### src/sv/mtel_pkg.sv
// Shared constants, register codes and lane interface types for the lattice step block.
`default_nettype none

package mtel_pkg;

    // Lattice geometry
    localparam int CELLS    = 64;
    localparam int CHANNELS = 4;
    localparam int CH_W     = (CHANNELS > 1) ? $clog2(CHANNELS) : 1;

    // Field widths
    localparam int CHAN_W    = 4;
    localparam int PROB_W    = 17;
    localparam int DRAW_W    = 16;
    localparam int SITE_W    = 6;
    localparam int COUNT_W   = 6;
    localparam int CFG_IDX_W = 3;

    // Lane split of one row
    localparam int LANE_W = 8;
    localparam int LANES  = (CELLS + LANE_W - 1) / LANE_W;
    localparam int PAD_W  = LANES * LANE_W;
    localparam int LCNT_W = $clog2(LANE_W + 1);
    localparam int SUM_W  = $clog2(PAD_W + 1);

    // Register reset values
    localparam logic [PROB_W-1:0] ENTRY_RESET  = 17'd6554;
    localparam logic [PROB_W-1:0] EXIT_RESET   = 17'd6554;
    localparam logic [PROB_W-1:0] ATTACH_RESET = 17'd0;
    localparam logic [PROB_W-1:0] DETACH_RESET = 17'd0;

    // Register indexes
    typedef enum logic [CFG_IDX_W-1:0] {
        CFG_ENTRY   = 3'd0,
        CFG_EXIT    = 3'd1,
        CFG_ATTACH  = 3'd2,
        CFG_DETACH  = 3'd3,
        CFG_LATERAL = 3'd4
    } cfg_idx_t;

    // What one lane sees of the row
    typedef struct packed {
        logic [LANE_W-1:0] row;
        logic [LANE_W-1:0] rsh;
        logic [LANE_W-1:0] span;
        logic [LANE_W-1:0] hop;
        logic [LANE_W-1:0] up_first;
        logic [LANE_W-1:0] a_row;
        logic [LANE_W-1:0] b_row;
        logic              lat_en;
    } lane_in_t;

    // What one lane found
    typedef struct packed {
        logic [LANE_W-1:0] hops;
        logic [LANE_W-1:0] go_up;
        logic [LANE_W-1:0] go_dn;
        logic [LCNT_W-1:0] hop_cnt;
        logic [LCNT_W-1:0] lat_cnt;
    } lane_out_t;

endpackage

`default_nettype wire

### src/sv/mtel_ram.sv
// Generic single-write, dual-read RAM with registered read data.
`default_nettype none

module mtel_ram #(
    parameter int WIDTH = 8,
    parameter int DEPTH = 4
) (
    input  wire logic                                          clk,
    input  wire logic                                          we,
    input  wire logic [((DEPTH > 1) ? $clog2(DEPTH) : 1)-1:0]  waddr,
    input  wire logic [WIDTH-1:0]                              wdata,
    input  wire logic [((DEPTH > 1) ? $clog2(DEPTH) : 1)-1:0]  raddr0,
    output logic      [WIDTH-1:0]                              rdata0,
    input  wire logic [((DEPTH > 1) ? $clog2(DEPTH) : 1)-1:0]  raddr1,
    output logic      [WIDTH-1:0]                              rdata1
);

    logic [WIDTH-1:0] mem [DEPTH];

    // Write port
    always_ff @(posedge clk)
    begin
        if (we)
        begin
            mem[waddr] <= wdata;
        end
    end

    // Read ports, registered
    always_ff @(posedge clk)
    begin
        rdata0 <= mem[raddr0];
        rdata1 <= mem[raddr1];
    end

endmodule

`default_nettype wire

### src/sv/mtel_lane.sv
// One lane: forward hop and lateral move decisions for a slice of cells, with slice counts.
`default_nettype none

module mtel_lane (
    input  wire mtel_pkg::lane_in_t  lin,
    output mtel_pkg::lane_out_t      lout
);

    localparam int LW = mtel_pkg::LANE_W;
    localparam int CW = mtel_pkg::LCNT_W;

    logic [LW-1:0] hops;
    logic [LW-1:0] blocked;
    logic [LW-1:0] up_pref;
    logic [LW-1:0] dn_pref;
    logic [LW-1:0] go_up;
    logic [LW-1:0] go_dn;
    logic [LW-1:0] moved;
    logic [CW-1:0] hop_cnt;
    logic [CW-1:0] lat_cnt;

    // Hop into an empty next cell; a particle with an occupied next cell is blocked
    assign hops    = lin.row & lin.span & ~lin.rsh & lin.hop;
    assign blocked = lin.row & lin.span & lin.rsh;

    // Blocked particles try their first side, then the other
    assign up_pref = blocked & lin.up_first;
    assign dn_pref = blocked & ~lin.up_first;
    assign go_up   = lin.lat_en ? ((up_pref & ~lin.a_row) | (dn_pref & lin.b_row & ~lin.a_row))
                                : '0;
    assign go_dn   = lin.lat_en ? ((dn_pref & ~lin.b_row) | (up_pref & lin.a_row & ~lin.b_row))
                                : '0;
    assign moved   = go_up | go_dn;

    // Slice population counts
    always_comb
    begin
        hop_cnt = '0;
        lat_cnt = '0;
        for (int i = 0; i < LW; i++)
        begin
            hop_cnt = hop_cnt + CW'(hops[i]);
            lat_cnt = lat_cnt + CW'(moved[i]);
        end
    end

    assign lout.hops    = hops;
    assign lout.go_up   = go_up;
    assign lout.go_dn   = go_dn;
    assign lout.hop_cnt = hop_cnt;
    assign lout.lat_cnt = lat_cnt;

endmodule

`default_nettype wire

### src/sv/mtel_merge.sv
// Merge stage: adds the registered per-lane hop and lateral counts.
`default_nettype none

module mtel_merge (
    input  wire logic [mtel_pkg::LANES-1:0][mtel_pkg::LCNT_W-1:0] lane_hop_cnt,
    input  wire logic [mtel_pkg::LANES-1:0][mtel_pkg::LCNT_W-1:0] lane_lat_cnt,
    output logic      [mtel_pkg::COUNT_W-1:0]                     hop_count,
    output logic      [mtel_pkg::COUNT_W-1:0]                     lateral_count
);

    localparam int SW = mtel_pkg::SUM_W;
    localparam int OW = mtel_pkg::COUNT_W;

    logic [SW-1:0] hop_sum;
    logic [SW-1:0] lat_sum;

    // Sum over lanes
    always_comb
    begin
        hop_sum = '0;
        lat_sum = '0;
        for (int l = 0; l < mtel_pkg::LANES; l++)
        begin
            hop_sum = hop_sum + SW'(lane_hop_cnt[l]);
            lat_sum = lat_sum + SW'(lane_lat_cnt[l]);
        end
    end

    // Counts are reported modulo the field width
    assign hop_count     = hop_sum[OW-1:0];
    assign lateral_count = lat_sum[OW-1:0];

endmodule

`default_nettype wire

### src/sv/multichannel_exclusion_lattice_step.sv
// Top level: ring of occupancy channels, one channel updated per input beat.
//
// Each input beat updates one channel: entry at cell 0, exit at the last cell, parallel
// forward hops, optional lateral moves into the channels above and below, then attach and
// detach at the given sites; one result beat follows. The channel rows live in a small RAM
// with one write port and two registered read ports, so a beat passes from accept to the next
// accept through read, second read, compute and write-back of the row, and result load;
// when lateral moves are enabled the rows above and below are written back after the row,
// one per cycle through the single write port. The hop and lateral decisions run in
// 8-cell lanes whose counts are summed by a merge stage ahead of the output register. A
// result waiting on a stalled output does not keep the next beat from being accepted. After
// reset every channel reads as empty through per-channel valid bits; no clearing pass is
// needed. A channel index at or above the channel count changes no state and returns a row
// of zero with all flags and counts zero.
`default_nettype none

module multichannel_exclusion_lattice_step (
    input  wire logic                               clk,
    input  wire logic                               rst_n,

    // Configuration write port
    input  wire logic                               cfg_write,
    input  wire logic [mtel_pkg::CFG_IDX_W-1:0]     cfg_index,
    input  wire logic [mtel_pkg::PROB_W-1:0]        cfg_data,

    // Input channel
    input  wire logic                               in_valid,
    output logic                                    in_stall,
    input  wire logic [mtel_pkg::CHAN_W-1:0]        channel,
    input  wire logic [mtel_pkg::DRAW_W-1:0]        entry_draw,
    input  wire logic [mtel_pkg::DRAW_W-1:0]        exit_draw,
    input  wire logic [mtel_pkg::CELLS-1:0]         hop_mask,
    input  wire logic [mtel_pkg::CELLS-1:0]         up_first_mask,
    input  wire logic [mtel_pkg::SITE_W-1:0]        attach_site,
    input  wire logic [mtel_pkg::DRAW_W-1:0]        attach_draw,
    input  wire logic [mtel_pkg::SITE_W-1:0]        detach_site,
    input  wire logic [mtel_pkg::DRAW_W-1:0]        detach_draw,

    // Output channel
    output logic                                    out_valid,
    input  wire logic                               out_stall,
    output logic      [mtel_pkg::CHAN_W-1:0]        updated_channel,
    output logic      [mtel_pkg::CELLS-1:0]         row_bits,
    output logic                                    entered,
    output logic                                    exited,
    output logic      [mtel_pkg::COUNT_W-1:0]       hop_count,
    output logic      [mtel_pkg::COUNT_W-1:0]       lateral_count,
    output logic                                    attached,
    output logic                                    detached
);

    localparam int CELLS    = mtel_pkg::CELLS;
    localparam int CHANNELS = mtel_pkg::CHANNELS;
    localparam int CH_W     = mtel_pkg::CH_W;
    localparam int LW       = mtel_pkg::LANE_W;
    localparam int LANES    = mtel_pkg::LANES;
    localparam int PAD_W    = mtel_pkg::PAD_W;
    localparam int LCNT_W   = mtel_pkg::LCNT_W;
    localparam int PROB_W   = mtel_pkg::PROB_W;

    localparam logic [CELLS-1:0] LAST_BIT  = {1'b1, {(CELLS-1){1'b0}}};
    localparam logic [CELLS-1:0] SPAN_FULL = {1'b0, {(CELLS-1){1'b1}}};
    localparam logic [CELLS-1:0] SPAN_EXIT = {2'b00, {(CELLS-2){1'b1}}};
    localparam logic [CELLS-1:0] ONE_BIT   = {{(CELLS-1){1'b0}}, 1'b1};
    localparam logic [CH_W-1:0]  CH_LAST   = CH_W'(CHANNELS - 1);

    // Sequencer states
    typedef enum logic [5:0] {
        S_IDLE = 6'b000001,
        S_RD2  = 6'b000010,
        S_CALC = 6'b000100,
        S_WRA  = 6'b001000,
        S_WRB  = 6'b010000,
        S_DONE = 6'b100000
    } st_t;

    st_t st_reg;
    st_t st_next;

    // Configuration registers
    logic [PROB_W-1:0] entry_prob_reg;
    logic [PROB_W-1:0] exit_prob_reg;
    logic [PROB_W-1:0] attach_prob_reg;
    logic [PROB_W-1:0] detach_prob_reg;
    logic              lat_en_reg;

    // Channel valid bits and read-side samples
    logic [CHANNELS-1:0] vld_reg;
    logic                rd_vld0_reg;
    logic                rd_vld1_reg;

    // Captured input beat
    logic [mtel_pkg::CHAN_W-1:0] ch_reg;
    logic [CH_W-1:0]             k_reg;
    logic [CH_W-1:0]             above_reg;
    logic [CH_W-1:0]             below_reg;
    logic                        oor_reg;
    logic [mtel_pkg::DRAW_W-1:0] e_draw_reg;
    logic [mtel_pkg::DRAW_W-1:0] x_draw_reg;
    logic [CELLS-1:0]            hop_reg;
    logic [CELLS-1:0]            up_reg;
    logic [mtel_pkg::SITE_W-1:0] a_site_reg;
    logic [mtel_pkg::DRAW_W-1:0] a_draw_reg;
    logic [mtel_pkg::SITE_W-1:0] d_site_reg;
    logic [mtel_pkg::DRAW_W-1:0] d_draw_reg;

    // Step results
    logic [CELLS-1:0] a_row_reg;
    logic [CELLS-1:0] b_row_reg;
    logic [CELLS-1:0] res_row_reg;
    logic [CELLS-1:0] go_up_reg;
    logic [CELLS-1:0] go_dn_reg;
    logic             ent_reg;
    logic             ext_reg;
    logic             att_reg;
    logic             det_reg;
    logic [LANES-1:0][LCNT_W-1:0] lane_hop_cnt_reg;
    logic [LANES-1:0][LCNT_W-1:0] lane_lat_cnt_reg;

    // Output register
    logic                         out_valid_reg;
    logic [mtel_pkg::CHAN_W-1:0]  updated_channel_reg;
    logic [CELLS-1:0]             row_bits_reg;
    logic                         entered_reg;
    logic                         exited_reg;
    logic [mtel_pkg::COUNT_W-1:0] hop_count_reg;
    logic [mtel_pkg::COUNT_W-1:0] lateral_count_reg;
    logic                         attached_reg;
    logic                         detached_reg;

    // Combinational
    logic             accept;
    logic             in_ok;
    logic [CH_W-1:0]  k_in;
    logic [CH_W-1:0]  above_in;
    logic [CH_W-1:0]  below_in;
    logic [CH_W-1:0]  raddr0;
    logic [CH_W-1:0]  raddr1;
    logic             vld_lk0;
    logic             vld_lk1;
    logic [CELLS-1:0] rdata0;
    logic [CELLS-1:0] rdata1;
    logic             ram_we;
    logic [CH_W-1:0]  ram_waddr;
    logic [CELLS-1:0] ram_wdata;
    logic             out_load;
    logic             out_take;

    logic [CELLS-1:0] row0;
    logic [CELLS-1:0] row1;
    logic [CELLS-1:0] row2;
    logic [CELLS-1:0] row3;
    logic [CELLS-1:0] row4;
    logic [CELLS-1:0] row5;
    logic [CELLS-1:0] row6;
    logic [CELLS-1:0] b_row;
    logic [CELLS-1:0] span;
    logic [CELLS-1:0] rsh;
    logic [CELLS-1:0] hops;
    logic [CELLS-1:0] go_up;
    logic [CELLS-1:0] go_dn;
    logic [CELLS-1:0] a_bit;
    logic [CELLS-1:0] d_bit;
    logic             e_fire;
    logic             x_fire;
    logic             ent;
    logic             ext;
    logic             att;
    logic             det;
    logic             a_in;
    logic             d_in;

    logic [PAD_W-1:0] row_pad;
    logic [PAD_W-1:0] rsh_pad;
    logic [PAD_W-1:0] span_pad;
    logic [PAD_W-1:0] hop_pad;
    logic [PAD_W-1:0] up_pad;
    logic [PAD_W-1:0] a_pad;
    logic [PAD_W-1:0] b_pad;
    wire  [PAD_W-1:0] hops_pad;
    wire  [PAD_W-1:0] go_up_pad;
    wire  [PAD_W-1:0] go_dn_pad;
    wire  [LANES-1:0][LCNT_W-1:0] lane_hop_cnt;
    wire  [LANES-1:0][LCNT_W-1:0] lane_lat_cnt;
    logic [mtel_pkg::COUNT_W-1:0] hop_sum;
    logic [mtel_pkg::COUNT_W-1:0] lat_sum;

    // Handshakes
    assign in_stall = (st_reg != S_IDLE);
    assign accept   = in_valid && !in_stall;
    assign out_take = out_valid_reg && !out_stall;
    assign out_load = (st_reg == S_DONE) && (!out_valid_reg || !out_stall);

    // Channel ring neighbors of the incoming beat
    assign in_ok    = (int'(channel) < CHANNELS);
    assign k_in     = channel[CH_W-1:0];
    assign above_in = (k_in == '0) ? CH_LAST : (k_in - CH_W'(1));
    assign below_in = (k_in == CH_LAST) ? '0 : (k_in + CH_W'(1));

    // Configuration writes
    always_ff @(posedge clk or negedge rst_n)
    begin
        if (!rst_n)
        begin
            entry_prob_reg  <= mtel_pkg::ENTRY_RESET;
            exit_prob_reg   <= mtel_pkg::EXIT_RESET;
            attach_prob_reg <= mtel_pkg::ATTACH_RESET;
            detach_prob_reg <= mtel_pkg::DETACH_RESET;
            lat_en_reg      <= 1'b0;
        end
        else if (cfg_write)
        begin
            unique case (cfg_index)
                mtel_pkg::CFG_ENTRY:   entry_prob_reg  <= cfg_data;
                mtel_pkg::CFG_EXIT:    exit_prob_reg   <= cfg_data;
                mtel_pkg::CFG_ATTACH:  attach_prob_reg <= cfg_data;
                mtel_pkg::CFG_DETACH:  detach_prob_reg <= cfg_data;
                mtel_pkg::CFG_LATERAL: lat_en_reg      <= cfg_data[0];
                default: ;
            endcase
        end
    end

    // Sequencer
    always_comb
    begin
        st_next = st_reg;
        unique case (st_reg)
            S_IDLE: if (accept) st_next = in_ok ? S_RD2 : S_DONE;
            S_RD2:  st_next = S_CALC;
            S_CALC: st_next = lat_en_reg ? S_WRA : S_DONE;
            S_WRA:  st_next = S_WRB;
            S_WRB:  st_next = S_DONE;
            S_DONE: if (out_load) st_next = S_IDLE;
            default: st_next = S_IDLE;
        endcase
    end

    always_ff @(posedge clk or negedge rst_n)
    begin
        if (!rst_n)
        begin
            st_reg <= S_IDLE;
        end
        else
        begin
            st_reg <= st_next;
        end
    end

    // RAM read addresses: current row and the row above at accept, then the row below
    assign raddr0  = (st_reg == S_IDLE) ? k_in : k_reg;
    assign raddr1  = (st_reg == S_IDLE) ? above_in : below_reg;
    assign vld_lk0 = (int'(raddr0) < CHANNELS) ? vld_reg[raddr0] : 1'b0;
    assign vld_lk1 = (int'(raddr1) < CHANNELS) ? vld_reg[raddr1] : 1'b0;

    // RAM write-back: own row, then above and below when lateral moves are on
    always_comb
    begin
        ram_we    = 1'b0;
        ram_waddr = k_reg;
        ram_wdata = row6;
        unique case (st_reg)
            S_CALC:
            begin
                ram_we    = 1'b1;
                ram_waddr = k_reg;
                ram_wdata = row6;
            end
            S_WRA:
            begin
                ram_we    = 1'b1;
                ram_waddr = above_reg;
                ram_wdata = a_row_reg | go_up_reg;
            end
            S_WRB:
            begin
                ram_we    = 1'b1;
                ram_waddr = below_reg;
                ram_wdata = ((above_reg == below_reg) ? (a_row_reg | go_up_reg) : b_row_reg)
                            | go_dn_reg;
            end
            default: ;
        endcase
    end

    mtel_ram #(
        .WIDTH (CELLS),
        .DEPTH (CHANNELS)
    ) u_ram (
        .clk    (clk),
        .we     (ram_we),
        .waddr  (ram_waddr),
        .wdata  (ram_wdata),
        .raddr0 (raddr0),
        .rdata0 (rdata0),
        .raddr1 (raddr1),
        .rdata1 (rdata1)
    );

    // Valid bits: an unwritten channel reads as empty
    always_ff @(posedge clk or negedge rst_n)
    begin
        if (!rst_n)
        begin
            vld_reg     <= '0;
            rd_vld0_reg <= 1'b0;
            rd_vld1_reg <= 1'b0;
        end
        else
        begin
            rd_vld0_reg <= vld_lk0;
            rd_vld1_reg <= vld_lk1;
            if (ram_we)
            begin
                vld_reg[ram_waddr] <= 1'b1;
            end
        end
    end

    // Capture the input beat
    always_ff @(posedge clk)
    begin
        if (accept)
        begin
            ch_reg     <= channel;
            k_reg      <= k_in;
            above_reg  <= above_in;
            below_reg  <= below_in;
            e_draw_reg <= entry_draw;
            x_draw_reg <= exit_draw;
            hop_reg    <= hop_mask;
            up_reg     <= up_first_mask;
            a_site_reg <= attach_site;
            a_draw_reg <= attach_draw;
            d_site_reg <= detach_site;
            d_draw_reg <= detach_draw;
        end
    end

    always_ff @(posedge clk or negedge rst_n)
    begin
        if (!rst_n)
        begin
            oor_reg <= 1'b0;
        end
        else if (accept)
        begin
            oor_reg <= !in_ok;
        end
    end

    // Row above arrives the cycle before the row below and is held here
    always_ff @(posedge clk)
    begin
        if (st_reg == S_RD2)
        begin
            a_row_reg <= rdata1 & {CELLS{rd_vld1_reg}};
        end
    end

    // Entry and exit
    assign row0   = rdata0 & {CELLS{rd_vld0_reg}};
    assign b_row  = rdata1 & {CELLS{rd_vld1_reg}};
    assign e_fire = ({1'b0, e_draw_reg} <= entry_prob_reg);
    assign x_fire = ({1'b0, x_draw_reg} <= exit_prob_reg);
    assign ent    = e_fire && !row0[0];
    assign row1   = ent ? (row0 | ONE_BIT) : row0;
    assign ext    = x_fire && row1[CELLS-1];
    assign row2   = ext ? (row1 & ~LAST_BIT) : row1;

    // Cells that may hop or move: a fresh entry and the cell behind a fresh exit sit out
    assign span = (ext ? SPAN_EXIT : SPAN_FULL) & ~(ent ? ONE_BIT : '0);
    assign rsh  = row2 >> 1;

    // Lanes
    assign row_pad  = PAD_W'(row2);
    assign rsh_pad  = PAD_W'(rsh);
    assign span_pad = PAD_W'(span);
    assign hop_pad  = PAD_W'(hop_reg);
    assign up_pad   = PAD_W'(up_reg);
    assign a_pad    = PAD_W'(a_row_reg);
    assign b_pad    = PAD_W'(b_row);

    for (genvar l = 0; l < LANES; l++)
    begin : g_lane
        mtel_pkg::lane_in_t  lin;
        mtel_pkg::lane_out_t lout;

        assign lin.row      = row_pad[l*LW +: LW];
        assign lin.rsh      = rsh_pad[l*LW +: LW];
        assign lin.span     = span_pad[l*LW +: LW];
        assign lin.hop      = hop_pad[l*LW +: LW];
        assign lin.up_first = up_pad[l*LW +: LW];
        assign lin.a_row    = a_pad[l*LW +: LW];
        assign lin.b_row    = b_pad[l*LW +: LW];
        assign lin.lat_en   = lat_en_reg;

        mtel_lane u_lane (
            .lin  (lin),
            .lout (lout)
        );

        assign hops_pad[l*LW +: LW]  = lout.hops;
        assign go_up_pad[l*LW +: LW] = lout.go_up;
        assign go_dn_pad[l*LW +: LW] = lout.go_dn;
        assign lane_hop_cnt[l]       = lout.hop_cnt;
        assign lane_lat_cnt[l]       = lout.lat_cnt;
    end

    assign hops  = hops_pad[CELLS-1:0];
    assign go_up = go_up_pad[CELLS-1:0];
    assign go_dn = go_dn_pad[CELLS-1:0];

    // Apply hops and lateral departures
    assign row3 = (row2 & ~hops) | (hops << 1);
    assign row4 = row3 & ~(go_up | go_dn);

    // Attach, then detach
    assign a_in  = (a_site_reg != '0) && (int'(a_site_reg) <= CELLS - 2);
    assign d_in  = (d_site_reg != '0) && (int'(d_site_reg) <= CELLS - 2);
    assign a_bit = ONE_BIT << a_site_reg;
    assign d_bit = ONE_BIT << d_site_reg;
    assign att   = (attach_prob_reg != '0) && a_in && ({1'b0, a_draw_reg} <= attach_prob_reg)
                   && ((row4 & a_bit) == '0);
    assign row5  = att ? (row4 | a_bit) : row4;
    assign det   = (detach_prob_reg != '0) && d_in && ({1'b0, d_draw_reg} <= detach_prob_reg)
                   && ((row5 & d_bit) != '0);
    assign row6  = det ? (row5 & ~d_bit) : row5;

    // Register the step results
    always_ff @(posedge clk)
    begin
        if (st_reg == S_CALC)
        begin
            res_row_reg      <= row6;
            b_row_reg        <= b_row;
            go_up_reg        <= go_up;
            go_dn_reg        <= go_dn;
            ent_reg          <= ent;
            ext_reg          <= ext;
            att_reg          <= att;
            det_reg          <= det;
            lane_hop_cnt_reg <= lane_hop_cnt;
            lane_lat_cnt_reg <= lane_lat_cnt;
        end
    end

    // Merge lane counts
    mtel_merge u_merge (
        .lane_hop_cnt  (lane_hop_cnt_reg),
        .lane_lat_cnt  (lane_lat_cnt_reg),
        .hop_count     (hop_sum),
        .lateral_count (lat_sum)
    );

    // Output register
    always_ff @(posedge clk or negedge rst_n)
    begin
        if (!rst_n)
        begin
            out_valid_reg <= 1'b0;
        end
        else if (out_load)
        begin
            out_valid_reg <= 1'b1;
        end
        else if (out_take)
        begin
            out_valid_reg <= 1'b0;
        end
    end

    always_ff @(posedge clk)
    begin
        if (out_load)
        begin
            updated_channel_reg <= ch_reg;
            row_bits_reg        <= oor_reg ? '0 : res_row_reg;
            entered_reg         <= !oor_reg && ent_reg;
            exited_reg          <= !oor_reg && ext_reg;
            hop_count_reg       <= oor_reg ? '0 : hop_sum;
            lateral_count_reg   <= oor_reg ? '0 : lat_sum;
            attached_reg        <= !oor_reg && att_reg;
            detached_reg        <= !oor_reg && det_reg;
        end
    end

    assign out_valid       = out_valid_reg;
    assign updated_channel = updated_channel_reg;
    assign row_bits        = row_bits_reg;
    assign entered         = entered_reg;
    assign exited          = exited_reg;
    assign hop_count       = hop_count_reg;
    assign lateral_count   = lateral_count_reg;
    assign attached        = attached_reg;
    assign detached        = detached_reg;

    // Checks
    a_out_rise_from_done: assert property (@(posedge clk) disable iff (!rst_n)
        $rose(out_valid_reg) |-> $past(st_reg == S_DONE))
        else $error("result beat appeared outside the result load state");

    a_accept_leaves_idle: assert property (@(posedge clk) disable iff (!rst_n)
        (in_valid && !in_stall) |=> (st_reg != S_IDLE))
        else $error("sequencer stayed idle after an accepted beat");

    a_ram_write_states: assert property (@(posedge clk) disable iff (!rst_n)
        ram_we |-> ((st_reg == S_CALC) || (st_reg == S_WRA) || (st_reg == S_WRB)))
        else $error("row RAM written outside the write-back states");

    a_oor_no_write: assert property (@(posedge clk) disable iff (!rst_n)
        (ram_we && (st_reg == S_CALC)) |-> !oor_reg)
        else $error("row written back for an out-of-range channel");

endmodule

`default_nettype wire
### config.mk
export PLATFORM = sky130hd
export DESIGN_NAME = multichannel_exclusion_lattice_step
export DESIGN_NICKNAME = d
export VERILOG_FILES = /design/src/sv/mtel_pkg.sv /design/src/sv/mtel_ram.sv /design/src/sv/mtel_lane.sv /design/src/sv/mtel_merge.sv /design/src/sv/multichannel_exclusion_lattice_step.sv
export SDC_FILE = /design/constraint.sdc
export NUM_CORES = 2
export LEC_CHECK = 0
export BUFFER_PORTS_ARGS = -buffer_cell sky130_fd_sc_hd__buf_2
export CAP_MARGIN = 15
export CORE_UTILIZATION = 40
export DETAILED_ROUTE_END_ITERATION = 6
export GPL_TIMING_DRIVEN = 0
export PLACE_DENSITY = 0.61
export SETUP_SLACK_MARGIN = 0.5
export SYNTH_ARGS = -nofsm -noshare
export SYNTH_HDL_FRONTEND = slang
export SYNTH_SLANG_ARGS = --single-unit
### constraint.sdc
create_clock -name clk -period 36.9 [get_ports clk]
set_input_delay 7.38 -clock clk [delete_from_list [all_inputs] [get_ports clk]]
set_output_delay 7.38 -clock clk [all_outputs]
set_load 0.05 [all_outputs]
==> results.cfg <==
[run_status]
status = finished with violations
violations = design-rule violations

[pwr]
seqPwrFrac_pct = 39.5
combPwrFrac_pct = 32.1
p_leak_nw = 22.84
p_int_w = 0.002826
pwr_density_cell_nw_per_um2 = 73.16
vdd_drop_max_uv = 48.08
p_switching_w = 0.001733
p_clk_share_pct = 28.4
power_switching_share_pct = 38.01

[placement]
dp.cells = 6307
place_ws_ns = 26.27
placed_cell_area_um2 = 58000
dp_hpwl_um = 160100
portBuffers = 316
gp_congestion = 1.056

[floorplanning]
die_width_um = 366.8
start_util_pct = 40.38
design.die.area_um2 = 134500
rows = 133
die_y_um = 366.8
core-area_um2 = 131800
io_pins = 319

[synthesis]
synth_ff_type = edfxtp_1
ys_seq_area_share_pct = 61.57
synthCells = 4186
synth_edf_count = 936
synth_top_area_share_pct = 52.82
yosys_warnings = 0
yosysMostFrequentCell = edfxtp_1
synthTopCellsByCount = edfxtp_1, nand2_1, inv_1
synth_top_area_cell = edfxtp_1
synth_nets = 4661
ys_top_cells_by_area = edfxtp_1, dfxtp_1, fa_1
synth_area_um2 = 53220
postSynthAreaPerCell_um2 = 12.71
ys_types = 81
ys_async_sr_fraction_pct = 7.236
ys_seq_elements = 1147

[timing]
fin_setup_tns_ns = 0
relSlewSlack_pct = 7.631
fmax_mhz = 102.0
hold_viol = 0
worstMarginPinSlew_ns = 1.371
slew_violations = 0
rsz0062_at_grt = no
post-route-period-util_pct = 26.56
fin_crit_ns = 9.799
setup_viol = 0
finalClockSkew_ns = 0.04585
setup_slack_ns = 27.10

[detailed_routing]
viasPerCell = 5.925
ant_nets = 0
drt_pass1_iterations = 7
drt_iter0_drc = 4900
wl_per_cell_um = 32.33
via_count = 38800
finalWirelength_um = 211700
drc_errors = 1

[setup_path]
cp_data_required_time_ns = 29.52
start_kind = flop
path_class = flop to output pin
cp.arrival_ns = 2.42
cp_max_fo = 10
critPathCaptureType = output pin

[clock_tree]
clock_path_buffers = 3
cts_sinks = 1147
cts_setup_buffers = 0
cts_hold_buf = 0
clockRootBuffer = clkbuf_16
cts_made_buffers = 120
clk_pin_slew_worst_paths_ns = 0.06
cts_resized = 0
cts_tree = done
clkLatencyLatePin_ns = 0.79
htreeDepth = 3

[grt]
antenna_found_initial = 27
grt_pass1_wl_um = 288600
grtUsageTotal_pct = 31.01
gr-total-overflow = 0
grt_pass1_vias = 37070
grt_max_degree = 121

[layout]
synthToLayoutAreaGrowth_pct = 17.10
nets = 5151
drive_above_1_share_pct = 16.12
stdcell_area_um2 = 62320
fillers = 11850
seqCellArea_um2 = 32770
multi_input_area_um2 = 18790
top_register = u_ram.mem
final-instance-count-excl-fill = 6549
largest_reg_flops = 256
fin_util_pct = 47.28

[min_path]
hold_path_class = flop to flop

[flow_run]
drv_cap = 0
critical path, cell delays in order, from the launching register on:
cell	delay [ns]
dfrtp_1	0.40
nor2_1	0.28
nand4b_1	0.34
clkbuf_1	0.34
buf_2	0.29
cell type report:
| class | count | share of cell area, % |
|---|---|---|
| timing repair buffer | 368 | 3.953 |
| inverter | 265 | 1.608 |
| sequential | 1147 | 52.58 |
| tap | 1755 | 3.524 |
| buffer | 194 | 1.317 |
| antenna | 11 | 0.04417 |
| multi-input combinational | 2580 | 30.15 |
| clock buffer | 165 | 5.485 |
| clock inverter | 64 | 1.343 |
routing by layer:
layer	vias up	track usage [%]	wire length (um)
met3	453	6.582	19770
met1	19560	41.28	84690
met4	22	14.99	11330
li1	16590	-	-
met5	-	0	139
met2	2179	48.23	95800
through the flow:
stage               power [W]  hold slack (ns)
finish               0.004559           0.4152
global route         0.004684           0.4177
CTS                  0.004523           0.4133
detailed placement   0.003231           0.4063
global placement     0.003228           0.4007
floorplan            0.002552           0.4003
logic make-up (layout without fill, tap and decap cells):
kind of cell	count (synthesis)	in the layout	share of synthesized area (%)
simple gates	1377	1377	13.76
flops	1147	1147	61.57
compound gates	833	833	10.28
buf+inv	459	1056	3.376
fa+ha+maj	242	242	7.100
mux	93	93	3.336
xor+xnor	35	35	0.5760
other cells	0	11	0
cell usage in the layout, fill, tap and decap left out, types with 17 or more instances in the layout:
cell type	count
a211oi_1	66
a21o_1	80
a21oi_1	155
a31oi_1	71
and2_1	141
and3_1	21
and4b_1	18
buf_1	17
buf_12	18
buf_2	343
buf_4	19
clkbuf_1	153
clkbuf_16	125
clkinv_2	26
dfrtp_1	68
dfxtp_1	128
edfxtp_1	936
fa_1	100
ha_1	142
inv_1	264
mux2_2	25
mux4_2	65
nand2_1	326
nand2b_1	26
nand3_1	47
nand4_1	105
nand4b_1	29
nor2_1	174
nor2b_1	200
nor3_1	179
nor4_1	39
o21a_1	66
o21ai_0	176
o22ai_1	22
o31ai_1	56
o32ai_1	18
xnor2_1	23
power by group through the flow:
stage | Clock [W] | Combinational [W] | Sequential, W
after floorplan | 0 | 0.000719 | 0.00183
after global placement | 0 | 0.00137 | 0.00186
after detailed placement | 0 | 0.00141 | 0.00182
after CTS | 0.00131 | 0.00142 | 0.00179
after global routing | 0.00136 | 0.00151 | 0.00181
final | 0.00130 | 0.00146 | 0.00180
path summary, 6_finish.rpt:
| check | end | cells past startpoint | startpoint | slack [ns] |
|---|---|---|---|---|
| worst min-delay path | updated_channel[2] | 0 | ch_reg[2] | 0.42 |
| worst max register to register | u_ram.mem[3][44] | 14 | rd_vld0_reg | 29.82 |
| min in group asynchronous | entry_prob_reg[10] | 1 | rst_n | 6.46 |
| worst min register to register | updated_channel[2] | 0 | ch_reg[2] | 0.42 |
| worst max-delay path | in_stall | 4 | st_reg[5] | 27.10 |
| max in group asynchronous | attach_prob_reg[2] | 2 | rst_n | 29.77 |
Note: power is estimated with default switching activity, not from simulation.
